### src/rtl/core/ftmtc_pkg.sv
`timescale 1ns / 1ps

package ftmtc_pkg;

    localparam int ADDR_W   = 48;
    localparam int TOKEN_W  = 8;
    localparam int TIME_W   = 48;
    localparam int REQ_W    = 3;
    localparam int FKIND_W  = 2;
    localparam int RKIND_W  = 4;
    localparam int CNT_W    = 2;

    localparam int S_TDATA_W = 200;
    localparam int S_TUSER_W = REQ_W + FKIND_W;
    localparam int M_TDATA_W = 104;
    localparam int M_TUSER_W = RKIND_W;

    localparam logic [REQ_W-1:0] REQ_TX      = 3'd0;
    localparam logic [REQ_W-1:0] REQ_RX      = 3'd1;
    localparam logic [REQ_W-1:0] REQ_OPEN    = 3'd2;
    localparam logic [REQ_W-1:0] REQ_CLOSE   = 3'd3;
    localparam logic [REQ_W-1:0] REQ_BLOCK   = 3'd4;
    localparam logic [REQ_W-1:0] REQ_UNBLOCK = 3'd5;

    localparam logic [FKIND_W-1:0] FK_OTHER    = 2'd0;
    localparam logic [FKIND_W-1:0] FK_FTM_RESP = 2'd1;
    localparam logic [FKIND_W-1:0] FK_ACK      = 2'd2;

    localparam logic [RKIND_W-1:0] RK_NONE       = 4'd0;
    localparam logic [RKIND_W-1:0] RK_T1         = 4'd1;
    localparam logic [RKIND_W-1:0] RK_T2         = 4'd2;
    localparam logic [RKIND_W-1:0] RK_T3         = 4'd3;
    localparam logic [RKIND_W-1:0] RK_T4         = 4'd4;
    localparam logic [RKIND_W-1:0] RK_OPENED     = 4'd5;
    localparam logic [RKIND_W-1:0] RK_EXISTED    = 4'd6;
    localparam logic [RKIND_W-1:0] RK_REFUSED    = 4'd7;
    localparam logic [RKIND_W-1:0] RK_CLOSED     = 4'd8;
    localparam logic [RKIND_W-1:0] RK_CLOSE_MISS = 4'd9;
    localparam logic [RKIND_W-1:0] RK_BLOCKED    = 4'd10;
    localparam logic [RKIND_W-1:0] RK_UNBLOCKED  = 4'd11;
    localparam logic [RKIND_W-1:0] RK_FULL       = 4'd12;

    localparam logic [CNT_W-1:0] CNT_ONE = 2'd1;
    localparam logic [CNT_W-1:0] CNT_SAT = 2'd2;

    typedef struct packed {
        logic [REQ_W-1:0]   req_type;
        logic [FKIND_W-1:0] frame_kind;
        logic [ADDR_W-1:0]  receiver_address;
        logic [ADDR_W-1:0]  transmitter_address;
        logic [TOKEN_W-1:0] frame_token;
        logic [TIME_W-1:0]  event_time;
        logic [ADDR_W-1:0]  partner_address;
    } item_t;

    typedef struct packed {
        logic [RKIND_W-1:0] result_kind;
        logic [ADDR_W-1:0]  peer_address;
        logic [TOKEN_W-1:0] token_out;
        logic [TIME_W-1:0]  stamp_ps;
    } result_t;

endpackage

### src/rtl/core/ftmtc_in_stage.sv
`timescale 1ns / 1ps

module ftmtc_in_stage (
    input  logic                              aclk,
    input  logic                              aresetn,
    input  logic                              s_tvalid,
    output logic                              s_tready,
    // receiver_address, transmitter_address, frame_token, event_time, partner_address
    input  logic [ftmtc_pkg::S_TDATA_W-1:0]   s_tdata,
    // req_type, frame_kind
    input  logic [ftmtc_pkg::S_TUSER_W-1:0]   s_tuser,
    input  logic                              advance,
    output logic                              item_valid,
    output ftmtc_pkg::item_t                  item
);
    import ftmtc_pkg::*;

    logic  valid_reg;
    logic  valid_next;
    item_t item_reg;
    item_t item_next;

    assign s_tready = aresetn && (!valid_reg || advance);

    always_comb begin
        item_next                     = item_reg;
        valid_next                    = valid_reg;
        if (s_tvalid && s_tready) begin
            valid_next                    = 1'b1;
            item_next.req_type            = s_tuser[REQ_W-1:0];
            item_next.frame_kind          = s_tuser[REQ_W +: FKIND_W];
            item_next.receiver_address    = s_tdata[47:0];
            item_next.transmitter_address = s_tdata[95:48];
            item_next.frame_token         = s_tdata[103:96];
            item_next.event_time          = s_tdata[151:104];
            item_next.partner_address     = s_tdata[199:152];
        end else if (advance) begin
            valid_next = 1'b0;
        end
    end

    always_ff @(posedge aclk) begin
        if (!aresetn) begin
            valid_reg <= 1'b0;
        end else begin
            valid_reg <= valid_next;
        end
        item_reg <= item_next;
    end

    assign item_valid = valid_reg;
    assign item       = item_reg;

endmodule

### src/rtl/core/ftmtc_core.sv
`timescale 1ns / 1ps

module ftmtc_core #(
    parameter int SESSION_SLOTS = 8,
    parameter int BLOCK_SLOTS   = 8
) (
    input  logic                          aclk,
    input  logic                          aresetn,
    input  logic                          cfg_we,
    input  logic [ftmtc_pkg::ADDR_W-1:0]  cfg_addr,
    input  logic                          advance,
    input  ftmtc_pkg::item_t              item,
    output ftmtc_pkg::result_t            result
);
    import ftmtc_pkg::*;

    logic [ADDR_W-1:0]  own_reg;

    logic [SESSION_SLOTS-1:0] sess_used_reg;
    logic [SESSION_SLOTS-1:0] sess_used_next;
    logic [ADDR_W-1:0]        sess_partner [SESSION_SLOTS];
    logic [BLOCK_SLOTS-1:0]   blk_used_reg;
    logic [BLOCK_SLOTS-1:0]   blk_used_next;
    logic [ADDR_W-1:0]        blk_partner [BLOCK_SLOTS];

    logic               awaiting_ack_reg, awaiting_ack_next;
    logic               sending_ack_reg, sending_ack_next;
    logic [CNT_W-1:0]   rx_since_tx_reg, rx_since_tx_next;
    logic [CNT_W-1:0]   tx_since_rx_reg, tx_since_rx_next;
    logic [ADDR_W-1:0]  tx_peer_reg, tx_peer_next;
    logic [TOKEN_W-1:0] tx_token_reg, tx_token_next;
    logic [ADDR_W-1:0]  rx_peer_reg, rx_peer_next;
    logic [TOKEN_W-1:0] rx_token_reg, rx_token_next;
    logic [ADDR_W-1:0]  ack_target_reg, ack_target_next;

    logic [ADDR_W-1:0]        key;
    logic [SESSION_SLOTS-1:0] sess_match;
    logic [SESSION_SLOTS-1:0] sess_first_match;
    logic [SESSION_SLOTS-1:0] sess_free_first;
    logic [BLOCK_SLOTS-1:0]   blk_match;
    logic [BLOCK_SLOTS-1:0]   blk_free_first;
    logic                     sess_hit;
    logic                     blk_hit;
    logic [SESSION_SLOTS-1:0] sess_wr;
    logic [BLOCK_SLOTS-1:0]   blk_wr;
    logic [CNT_W-1:0]         tx_bumped;
    logic [CNT_W-1:0]         rx_bumped;
    result_t                  res;

    // session lookup key depends on the request
    always_comb begin
        key = item.partner_address;
        case (item.req_type)
            REQ_TX: begin
                key = (item.frame_kind == FK_ACK) ? rx_peer_reg : item.receiver_address;
            end
            REQ_RX: begin
                key = (item.frame_kind == FK_ACK) ? tx_peer_reg : item.transmitter_address;
            end
            default: key = item.partner_address;
        endcase
    end

    always_comb begin
        for (int i = 0; i < SESSION_SLOTS; i++) begin
            sess_match[i] = sess_used_reg[i] && (sess_partner[i] == key);
        end
        for (int j = 0; j < BLOCK_SLOTS; j++) begin
            blk_match[j] = blk_used_reg[j] && (blk_partner[j] == item.partner_address);
        end
    end

    assign sess_hit         = |sess_match;
    assign blk_hit          = |blk_match;
    assign sess_first_match = sess_match & (~sess_match + 1'b1);
    assign sess_free_first  = ~sess_used_reg & (sess_used_reg + 1'b1);
    assign blk_free_first   = ~blk_used_reg & (blk_used_reg + 1'b1);

    assign tx_bumped = (tx_since_rx_reg < CNT_SAT) ? tx_since_rx_reg + 1'b1 : CNT_SAT;
    assign rx_bumped = (rx_since_tx_reg < CNT_SAT) ? rx_since_tx_reg + 1'b1 : CNT_SAT;

    always_comb begin
        res                = '0;
        sess_used_next     = sess_used_reg;
        blk_used_next      = blk_used_reg;
        sess_wr            = '0;
        blk_wr             = '0;
        awaiting_ack_next  = awaiting_ack_reg;
        sending_ack_next   = sending_ack_reg;
        rx_since_tx_next   = rx_since_tx_reg;
        tx_since_rx_next   = tx_since_rx_reg;
        tx_peer_next       = tx_peer_reg;
        tx_token_next      = tx_token_reg;
        rx_peer_next       = rx_peer_reg;
        rx_token_next      = rx_token_reg;
        ack_target_next    = ack_target_reg;
        res.result_kind    = RK_NONE;
        case (item.req_type)
            REQ_TX: begin
                tx_since_rx_next = tx_bumped;
                if (item.frame_kind == FK_FTM_RESP) begin
                    if (sess_hit) begin
                        res.result_kind   = RK_T1;
                        res.peer_address  = item.receiver_address;
                        res.token_out     = item.frame_token;
                        res.stamp_ps      = item.event_time;
                        rx_since_tx_next  = '0;
                        awaiting_ack_next = 1'b1;
                        tx_peer_next      = item.receiver_address;
                        tx_token_next     = item.frame_token;
                    end
                end else if (item.frame_kind == FK_ACK) begin
                    if (sending_ack_reg && tx_bumped == CNT_ONE
                            && ack_target_reg == item.receiver_address) begin
                        sending_ack_next = 1'b0;
                        if (sess_hit) begin
                            res.result_kind  = RK_T3;
                            res.peer_address = rx_peer_reg;
                            res.token_out    = rx_token_reg;
                            res.stamp_ps     = item.event_time;
                        end
                    end
                end
            end
            REQ_RX: begin
                rx_since_tx_next = rx_bumped;
                if (item.receiver_address == own_reg) begin
                    if (item.frame_kind == FK_FTM_RESP) begin
                        sending_ack_next = 1'b1;
                        tx_since_rx_next = '0;
                        ack_target_next  = item.transmitter_address;
                        if (sess_hit && item.frame_token != '0) begin
                            res.result_kind  = RK_T2;
                            res.peer_address = item.transmitter_address;
                            res.token_out    = item.frame_token;
                            res.stamp_ps     = item.event_time;
                            rx_peer_next     = item.transmitter_address;
                            rx_token_next    = item.frame_token;
                        end
                    end else if (item.frame_kind == FK_ACK && awaiting_ack_reg) begin
                        awaiting_ack_next = 1'b0;
                        if (rx_bumped == CNT_ONE && sess_hit) begin
                            res.result_kind  = RK_T4;
                            res.peer_address = tx_peer_reg;
                            res.token_out    = tx_token_reg;
                            res.stamp_ps     = item.event_time;
                        end
                    end
                end
            end
            REQ_OPEN: begin
                res.peer_address = item.partner_address;
                if (sess_hit) begin
                    res.result_kind = RK_EXISTED;
                end else if (blk_hit || item.partner_address == own_reg) begin
                    res.result_kind = RK_REFUSED;
                end else if (|sess_free_first) begin
                    res.result_kind = RK_OPENED;
                    sess_wr         = sess_free_first;
                    sess_used_next  = sess_used_reg | sess_free_first;
                end else begin
                    res.result_kind = RK_FULL;
                end
            end
            REQ_CLOSE: begin
                res.peer_address = item.partner_address;
                if (sess_hit) begin
                    res.result_kind = RK_CLOSED;
                    sess_used_next  = sess_used_reg & ~sess_first_match;
                end else begin
                    res.result_kind = RK_CLOSE_MISS;
                end
            end
            REQ_BLOCK: begin
                res.peer_address = item.partner_address;
                if (blk_hit) begin
                    res.result_kind = RK_BLOCKED;
                end else if (|blk_free_first) begin
                    res.result_kind = RK_BLOCKED;
                    blk_wr          = blk_free_first;
                    blk_used_next   = blk_used_reg | blk_free_first;
                end else begin
                    res.result_kind = RK_FULL;
                end
            end
            REQ_UNBLOCK: begin
                res.peer_address = item.partner_address;
                res.result_kind  = RK_UNBLOCKED;
                blk_used_next    = blk_used_reg & ~blk_match;
            end
            default: res.result_kind = RK_NONE;
        endcase
    end

    assign result = res;

    always_ff @(posedge aclk) begin
        if (!aresetn) begin
            own_reg          <= '0;
            sess_used_reg    <= '0;
            blk_used_reg     <= '0;
            awaiting_ack_reg <= 1'b0;
            sending_ack_reg  <= 1'b0;
            rx_since_tx_reg  <= '0;
            tx_since_rx_reg  <= '0;
            tx_peer_reg      <= '0;
            tx_token_reg     <= '0;
            rx_peer_reg      <= '0;
            rx_token_reg     <= '0;
            ack_target_reg   <= '0;
        end else begin
            if (cfg_we) begin
                own_reg <= cfg_addr;
            end
            if (advance) begin
                sess_used_reg    <= sess_used_next;
                blk_used_reg     <= blk_used_next;
                awaiting_ack_reg <= awaiting_ack_next;
                sending_ack_reg  <= sending_ack_next;
                rx_since_tx_reg  <= rx_since_tx_next;
                tx_since_rx_reg  <= tx_since_rx_next;
                tx_peer_reg      <= tx_peer_next;
                tx_token_reg     <= tx_token_next;
                rx_peer_reg      <= rx_peer_next;
                rx_token_reg     <= rx_token_next;
                ack_target_reg   <= ack_target_next;
            end
        end
    end

    // partner storage, no reset
    always_ff @(posedge aclk) begin
        for (int i = 0; i < SESSION_SLOTS; i++) begin
            if (advance && sess_wr[i]) begin
                sess_partner[i] <= item.partner_address;
            end
        end
        for (int j = 0; j < BLOCK_SLOTS; j++) begin
            if (advance && blk_wr[j]) begin
                blk_partner[j] <= item.partner_address;
            end
        end
    end

endmodule

### src/rtl/core/ftmtc_out_stage.sv
`timescale 1ns / 1ps

module ftmtc_out_stage (
    input  logic                              aclk,
    input  logic                              aresetn,
    input  logic                              advance,
    input  ftmtc_pkg::result_t                result,
    output logic                              out_busy,
    output logic                              m_tvalid,
    input  logic                              m_tready,
    // peer_address, token_out, stamp_ps
    output logic [ftmtc_pkg::M_TDATA_W-1:0]   m_tdata,
    // result_kind
    output logic [ftmtc_pkg::M_TUSER_W-1:0]   m_tuser
);
    import ftmtc_pkg::*;

    logic    valid_reg;
    logic    valid_next;
    result_t res_reg;

    always_comb begin
        valid_next = valid_reg;
        if (advance) begin
            valid_next = 1'b1;
        end else if (m_tready) begin
            valid_next = 1'b0;
        end
    end

    always_ff @(posedge aclk) begin
        if (!aresetn) begin
            valid_reg <= 1'b0;
        end else begin
            valid_reg <= valid_next;
        end
        if (advance) begin
            res_reg <= result;
        end
    end

    assign out_busy = valid_reg && !m_tready;
    assign m_tvalid = valid_reg;
    assign m_tuser  = res_reg.result_kind;
    assign m_tdata  = {res_reg.stamp_ps, res_reg.token_out, res_reg.peer_address};

endmodule

### src/rtl/core/ftm_timestamp_capture.sv
`timescale 1ns / 1ps

// 802.11 fine timing measurement timestamp capture. Every request (phy tx
// start, phy rx start, or a session open, close, block or unblock) produces
// exactly one result: T1..T4 with peer, dialog token and picosecond time, a
// table status, or none. Requests are taken one per cycle while results are
// taken as they come. Each request is registered in the input stage and its
// result in the output stage; a stalled output holds requests back. The core
// compares the address in parallel with all session and blocked slots and
// updates the tables before the next request is evaluated. No clearing pass
// is needed after reset. The user writes own_address over the cfg channel
// only while no request is in flight; the block does not enforce this.
module ftm_timestamp_capture #(
    parameter int SESSION_SLOTS = 8,
    parameter int BLOCK_SLOTS   = 8
) (
    input  logic                              aclk,
    input  logic                              aresetn,
    input  logic                              cfg_valid,
    output logic                              cfg_ready,
    input  logic [ftmtc_pkg::ADDR_W-1:0]      cfg_data,
    input  logic                              s_tvalid,
    output logic                              s_tready,
    // receiver_address, transmitter_address, frame_token, event_time, partner_address
    input  logic [ftmtc_pkg::S_TDATA_W-1:0]   s_tdata,
    // req_type, frame_kind
    input  logic [ftmtc_pkg::S_TUSER_W-1:0]   s_tuser,
    output logic                              m_tvalid,
    input  logic                              m_tready,
    // peer_address, token_out, stamp_ps
    output logic [ftmtc_pkg::M_TDATA_W-1:0]   m_tdata,
    // result_kind
    output logic [ftmtc_pkg::M_TUSER_W-1:0]   m_tuser
);
    import ftmtc_pkg::*;

    logic    item_valid;
    item_t   item;
    result_t result;
    logic    out_busy;
    logic    advance;

    assign cfg_ready = aresetn;
    assign advance   = item_valid && !out_busy;

    ftmtc_in_stage u_in (
        .aclk       (aclk),
        .aresetn    (aresetn),
        .s_tvalid   (s_tvalid),
        .s_tready   (s_tready),
        .s_tdata    (s_tdata),
        .s_tuser    (s_tuser),
        .advance    (advance),
        .item_valid (item_valid),
        .item       (item)
    );

    ftmtc_core #(
        .SESSION_SLOTS (SESSION_SLOTS),
        .BLOCK_SLOTS   (BLOCK_SLOTS)
    ) u_core (
        .aclk     (aclk),
        .aresetn  (aresetn),
        .cfg_we   (cfg_valid && cfg_ready),
        .cfg_addr (cfg_data),
        .advance  (advance),
        .item     (item),
        .result   (result)
    );

    ftmtc_out_stage u_out (
        .aclk     (aclk),
        .aresetn  (aresetn),
        .advance  (advance),
        .result   (result),
        .out_busy (out_busy),
        .m_tvalid (m_tvalid),
        .m_tready (m_tready),
        .m_tdata  (m_tdata),
        .m_tuser  (m_tuser)
    );

endmodule

### config.mk
export PLATFORM = sky130hd
export DESIGN_NAME = ftm_timestamp_capture
export DESIGN_NICKNAME = d
export VERILOG_FILES = /design/src/rtl/core/ftmtc_pkg.sv /design/src/rtl/core/ftmtc_in_stage.sv /design/src/rtl/core/ftmtc_core.sv /design/src/rtl/core/ftmtc_out_stage.sv /design/src/rtl/core/ftm_timestamp_capture.sv
export SDC_FILE = /design/constraint.sdc
export NUM_CORES = 2
export LEC_CHECK = 0
export ABC_AREA = 1
export BUFFER_PORTS_ARGS = -buffer_cell sky130_fd_sc_hd__buf_4
export CAP_MARGIN = 20
export CORE_UTILIZATION = 35
export CTS_CLUSTER_DIAMETER = 50
export DETAILED_ROUTE_END_ITERATION = 10
export PLACE_DENSITY_LB_ADDON = 0.08
export RECOVER_POWER = 25
export SETUP_SLACK_MARGIN = 0.05
export SYNTH_ARGS = -nofsm -noshare
export SYNTH_HDL_FRONTEND = slang
export SYNTH_SLANG_ARGS = --single-unit
### constraint.sdc
create_clock -name aclk -period 13.81 [get_ports aclk]
set_input_delay 2.762 -clock aclk [delete_from_list [all_inputs] [get_ports aclk]]
set_output_delay 2.762 -clock aclk [all_outputs]
set_load 0.005 [all_outputs]
After elaboration in Yosys (flattened, before gate mapping)
Memory sizes are Yosys's and may differ from the RTL's.
Cells that the tools add are included.
- register bits after elaboration: 545
- RAM bits: 768
- bits of input ports: 258
- logic and storage cells: 306
- memories: 2
- memories (name ; words ; bits a word ; read ports ; clocked after memory_dff ; write ports ; RTL line ; text):
    u_core.blk_partner ; 8 ; 48 ; 8 ; 0 ; 1 ; ftmtc_core.sv:24 ; logic [ADDR_W-1:0] blk_partner [BLOCK_SLOTS];
    u_core.sess_partner ; 8 ; 48 ; 8 ; 0 ; 1 ; ftmtc_core.sv:21 ; logic [ADDR_W-1:0] sess_partner [SESSION_SLOTS];
- add/sub/neg operators: 5
- magnitude comparators: 2
- equality and inequality tests: 43
- muxes and demuxes: 135
- bitwise gates (word level): 12
- reduce and logical (&&, ||, !) cells: 82
- operators by type and width (operator ; number):
    $eq A48 B48 Y1 ; 19
    $mux W48 ; 16
    $reduce_or A48 Y1 ; 14
    $mux W108 ; 4
    $mux W106 ; 3
    $mux W107 ; 2
    $pmux W48 S3 ; 1
    $pmux W56 S2 ; 1
    $mux W105 ; 1
    $mux W8 ; 13
    $pmux W48 S2 ; 1
    $mux W1 ; 61
    $mux W3 ; 16
    $logic_and A1 B1 Y1 ; 42
    $and A8 B8 Y8 ; 5
    $not A8 Y8 ; 5
    $pmux W8 S2 ; 2
    $reduce_or A8 Y1 ; 4
    $add A8 B1 Y8 const B ; 3
    $pmux W4 S6 ; 1
    $ne A2 B1 Y1 const B ; 10
    $reduce_and A4 Y1 ; 5
    $or A8 B8 Y8 ; 2
    $reduce_and A7 Y1 ; 2
    other kinds (20) ; 46

Longest topological paths before layout
- word-level depth: 19
- gate-level depth with buffers: 28
- mapped depth without buffers: 24

Hierarchy
Synthesis repeated with hierarchy kept, for this count alone.
- cell total of the unflattened synthesis: 6490
- area, all modules: 62484.9 um^2
- by module, submodules not included (module ; times used ; cells an instance ; area an instance (um^2) ; seq. area each (um^2)):
    ftmtc_core ; 1 ; 6156 ; 52952.0 ; 27666.5
    ftmtc_in_stage ; 1 ; 214 ; 6214.7 ; 6175.9
    ftmtc_out_stage ; 1 ; 115 ; 3293.2 ; 3263.1
    ftm_timestamp_capture ; 1 ; 5 ; 25.0 ; 0.0

Worst setup path after synthesis
Ideal clock, no wire load.
- path type: input to register
- start: input aresetn
- end: register u_in.item_reg, in the netlist u_in.item[0] (enable)
- data arrival time: 11.587 ns
- data required time: 13.037 ns
- slack: 1.450 ns
- cell stages on the path: 3
- buffers on the path: 1
- cells stage by stage: clkbuf_1 -> nand2_1 -> nor2_1
- word-level cells in the longest chain between the ends: 2
- RTL lines (element ; RTL line ; text):
    from (decl) ; ftm_timestamp_capture.sv:18 ; input logic aresetn,
    $logic_and A1 B1 Y1 ; ftmtc_in_stage.sv:23 ; assign s_tready = aresetn && (!valid_reg || advance);
    $logic_and A1 B1 Y1 ; ftmtc_in_stage.sv:28 ; if (s_tvalid && s_tready) begin
    to (signal assigned) ; ftmtc_in_stage.sv:48 ; item_reg <= item_next;
    to (decl) ; ftmtc_in_stage.sv:20 ; item_t item_reg;
Every way passes these cells.
A chain may end at the register's enable or synchronous reset.

Worst setup path in the final report
- start: register u_in.item_reg, in the netlist u_in.item[31]
- end: register u_core.tx_peer_reg[9]
- word-level cells in the longest chain between the ends: 5
- RTL lines (element ; RTL line ; text):
    $pmux W48 S2 (*) ; ftmtc_core.sv:53 ; case (item.req_type)
    $eq A48 B48 Y1 ; ftmtc_core.sv:66 ; sess_match[i] = sess_used_reg[i] && (sess_partner[i] == key);
    $logic_and A1 B1 Y1 ; ftmtc_core.sv:66 ;
    $reduce_or A8 Y1 (*) ; ftmtc_core.sv:73 ; assign sess_hit = |sess_match;
    $reduce_and A4 Y1 (no source line) (*) ; - ;
    to (signal assigned) ; ftmtc_core.sv:222 ; tx_peer_reg <= tx_peer_next;
    to (decl) ; ftmtc_core.sv:30 ; logic [ADDR_W-1:0] tx_peer_reg, tx_peer_next;
Every way passes the cells marked *; elsewhere a longest branch is shown, timed or not.

==> flow_summary_export.csv <==
group,metric,value,unit
worst_setup_path,worstPathRequired,14520,ps
synth,synth_area_leader_cell,"edfxtp_1",
timing,timing.final.crit_share,0.659,
synth,synth-async-reset-ratio,0,
timing,whs,468,ps
synth,synth_top_flop_cell,"edfxtp_1",
worst_setup_path,critPathBufInv,3,
finish,fin_nets,7249,
die,dieArea,180000,sq um
global_routing,grt_pass1_vias,47600,
worst_hold_path,min_to,"u_core.rx_peer_reg[42]",
cts,clockRootBuffer,"clkbuf_16",
synth,syn_inst,6506,
outcome,violations,"capacitance limit, slew limit",
worst_setup_path,crit_top_cell,"nand2_1",
timing,hold_viol_final,0,
timing,period_minus_slack,9110,ps
pwr,power,10.0,mW
global_routing,grt_overflow_total,0,
worst_hold_path,holdPathStages,2,
die,start_util,0.354,
cts,numCtsBuffers,185,
finish,final_common_cell,"nand2_1",
die,io_pins,369,
pwr,leakagePower,29.2,nW
global_routing,track_usage,0.332,
timing,relSlewSlack,-1.20,
synth,ys_types,48,
worst_setup_path,critical_path_arrival,9810,ps
detailed_routing,vias_per_cell,5.36,
timing,setup_viol,0,
worst_setup_path,path_cells,"clkbuf_1 > nand2_1 > nand3_2 > nand2_1 > nand2_1 > nand2_1 > nor2_1 > nand2_1 > nor2_1 > nand4_1 > nand2_1 > nor2_4 > nand2_4 > nand3_4 > inv_2 > nand2_4 > buf_4 > o21ai_0 > nor2_1",
cts,clock_path_buffers,3,
synth,yosys-top-cells-area,"edfxtp_1 (52%), nand2_1 (9.2%), dfxtp_1 (7.4%), inv_1 (5.1%), xnor2_1 (4.4%)",
worst_setup_path,crit_cells,19,
timing,skew,40.8,ps
die,core_area,177000,sq um
pwr,vdd_drop_max,0.114,mV
die,die_w,425,um
worst_setup_path,cpLargestDelayFamily,"simple AND/OR/NAND/NOR gates",
timing,final-max-slew-violation-count,834,
worst_setup_path,worstReg2RegEnd,"u_core.tx_peer_reg[9]",
finish,multiInputGateArea,21200,sq um
finish,drive_gt1_frac,0.130,
finish,final_area,74300,sq um
run,drv_cap,41,
timing,grt_setup_unrepaired,"no",
synth,yosysWarnings,0,
placed_design,dpl_cell_area,68300,sq um
worst_setup_path,crit_fanout,72,
finish,instances_no_fill,9492,
cts,cts_tree,"yes",
synth,synth_seq_cells,1313,
worst_setup_path,end_kind,"register",
worst_setup_path,cpPeakStageDelay,2320,ps
synth,synth_seq_area_share,0.594,
global_routing,grt_max_degree,127,
global_routing,antenna_found_initial,36,
die,row_count,154,
placed_design,place_hpwl,228000,um
worst_hold_path,hold_class,"reg2reg",
cts,cts.repair.resized,0,
timing,worst_slack,4700,ps
worst_hold_path,hp-start,"u_core.rx_peer_reg[42]",
detailed_routing,wl,304000,um
placed_design,place.port_buffers,368,
outcome,status,"finished, violations left",
detailed_routing,drc,0,
detailed_routing,firstDrtPassIters,6,
detailed_routing,drtAntennaViolNets,0,
placed_design,dp_slack,6270,ps
finish,final_util,0.421,
placed_design,place_inst,9144,
finish,area_growth,18.9,%
synth,syn_area_per_cell,9.60,sq um
synth,synth_top_area_frac,0.519,
finish,regArea,37100,sq um
worst_setup_path,reg2reg_depth,19,
cts,cts_setup_buffers,0,
cts,worstSkewPairLatency,850,ps
cts,clk_pin_slew,50,ps
finish,fillers,17400,
placed_design,gp_congestion,1.02,
synth,synth.cell_area,62500,sq um
worst_setup_path,start_kind,"register",
cts,hold_buffers,0,
timing,worst_pin_slew,3300,ps
die,die_h,425,um
cts,clkSinkCount,1313,
global_routing,grt_pass1_wl,407000,um
timing,fmax,110,MHz
detailed_routing,vias,50900,
timing,tns,0,ps
pwr,power.density,135,nW/um^2
finish,layout_common_cells,"nand2_1 (1537), edfxtp_1 (1081), inv_1 (843)",
cts,htree_levels,4,
synth,synth_fp_nets,6764,
worst_setup_path,worstSetupPathType,"reg2reg",
synth,synth_edf_count,1081,
worst_setup_path,r2r-start,"u_in.item[31]",
worst_setup_path,crit_slowest_cell,"clkbuf_1",
worst_setup_path,rrSetupSlack,4700,ps
detailed_routing,wl_per_cell,32.0,um
detailed_routing,drtIter0Drc,6298,
==> cell usage after synthesis (3+ instances only) <==
| cell | number |
|---|---|
| xnor2_1 | 316 |
| o2111ai_1 | 19 |
| nand3b_1 | 15 |
| o21ai_1 | 9 |
| edfxtp_1 | 1081 |
| and3_1 | 8 |
| nor2_2 | 23 |
| inv_2 | 9 |
| nand2_1 | 1538 |
| nor2_4 | 3 |
| and2_1 | 5 |
| nor4b_1 | 4 |
| nor3_1 | 84 |
| xor2_1 | 177 |
| nand3_1 | 282 |
| nor4_1 | 35 |
| nand3_4 | 8 |
| buf_4 | 28 |
| buf_2 | 45 |
| o22ai_1 | 45 |
| nand4_1 | 269 |
| or2_2 | 61 |
| buf_1 | 5 |
| clkbuf_1 | 123 |
| nand2_2 | 6 |
| nand3_2 | 50 |
| inv_1 | 845 |
| buf_6 | 13 |
| a21oi_1 | 187 |
| nor2_1 | 551 |
| nor3b_1 | 8 |
| dfxtp_1 | 232 |
| a211oi_1 | 21 |
| o211ai_1 | 4 |
| o21ai_0 | 377 |
| a221oi_1 | 4 |
==> worst min-delay path, stage by stage, from the launching register on <==
cell	delay [ps]
dfxtp_1	310
inv_1	60
a21oi_1	50
==> worst max-delay path by stage <==
stage                   startpoint                     end  slack (ps)
finish               u_in.item[31]   u_core.tx_peer_reg[9]        4700
floorplan                  aresetn            u_in.item[0]        1450
detailed placement  u_in.item[201]  u_core.tx_peer_reg[29]        6270
global placement    u_in.item[201]  u_core.tx_peer_reg[28]        6360
global route         u_in.item[31]   u_core.tx_peer_reg[9]        4630
CTS                 u_in.item[201]   u_core.tx_peer_reg[9]        6260
==> kinds of logic (layout without fill, tap and decap cells) <==
group	after synthesis	after routing	synth area share
and+or+nand+nor	2958	2958	0.211
DFF	1313	1313	0.594
buffers and inverters	1071	1713	0.0687
AOI/OAI and AO/OA	671	671	0.0574
xor gates and xnor gates	493	493	0.0691
other	0	4	0
==> power breakdown <==
part / internal (mW) / switching (mW)
Clock: 2.88 / 1.96
Sequential: 4.34 / 0.0651
Combinational: 0.209 / 0.559
==> metal layers <==
metal  vias to the layer above  GRT usage  part of all wire
met5                         -          0           0.00021
met1                     25200      0.464              0.43
met4                         8      0.121             0.040
li1                      22700          -                 -
met3                       436     0.0629             0.089
met2                      2541      0.511              0.44
==> final cells by class <==
class | instances | area share
diodes | 4 | 0.000135
clock buffers | 220 | 0.0649
clock inverters | 124 | 0.0188
inverters | 856 | 0.0433
multi-input cells | 4122 | 0.285
flip-flops and latches | 1313 | 0.499
well taps | 2340 | 0.0394
repair buffers | 513 | 0.0487
Power figures use the tool's default switching activity.
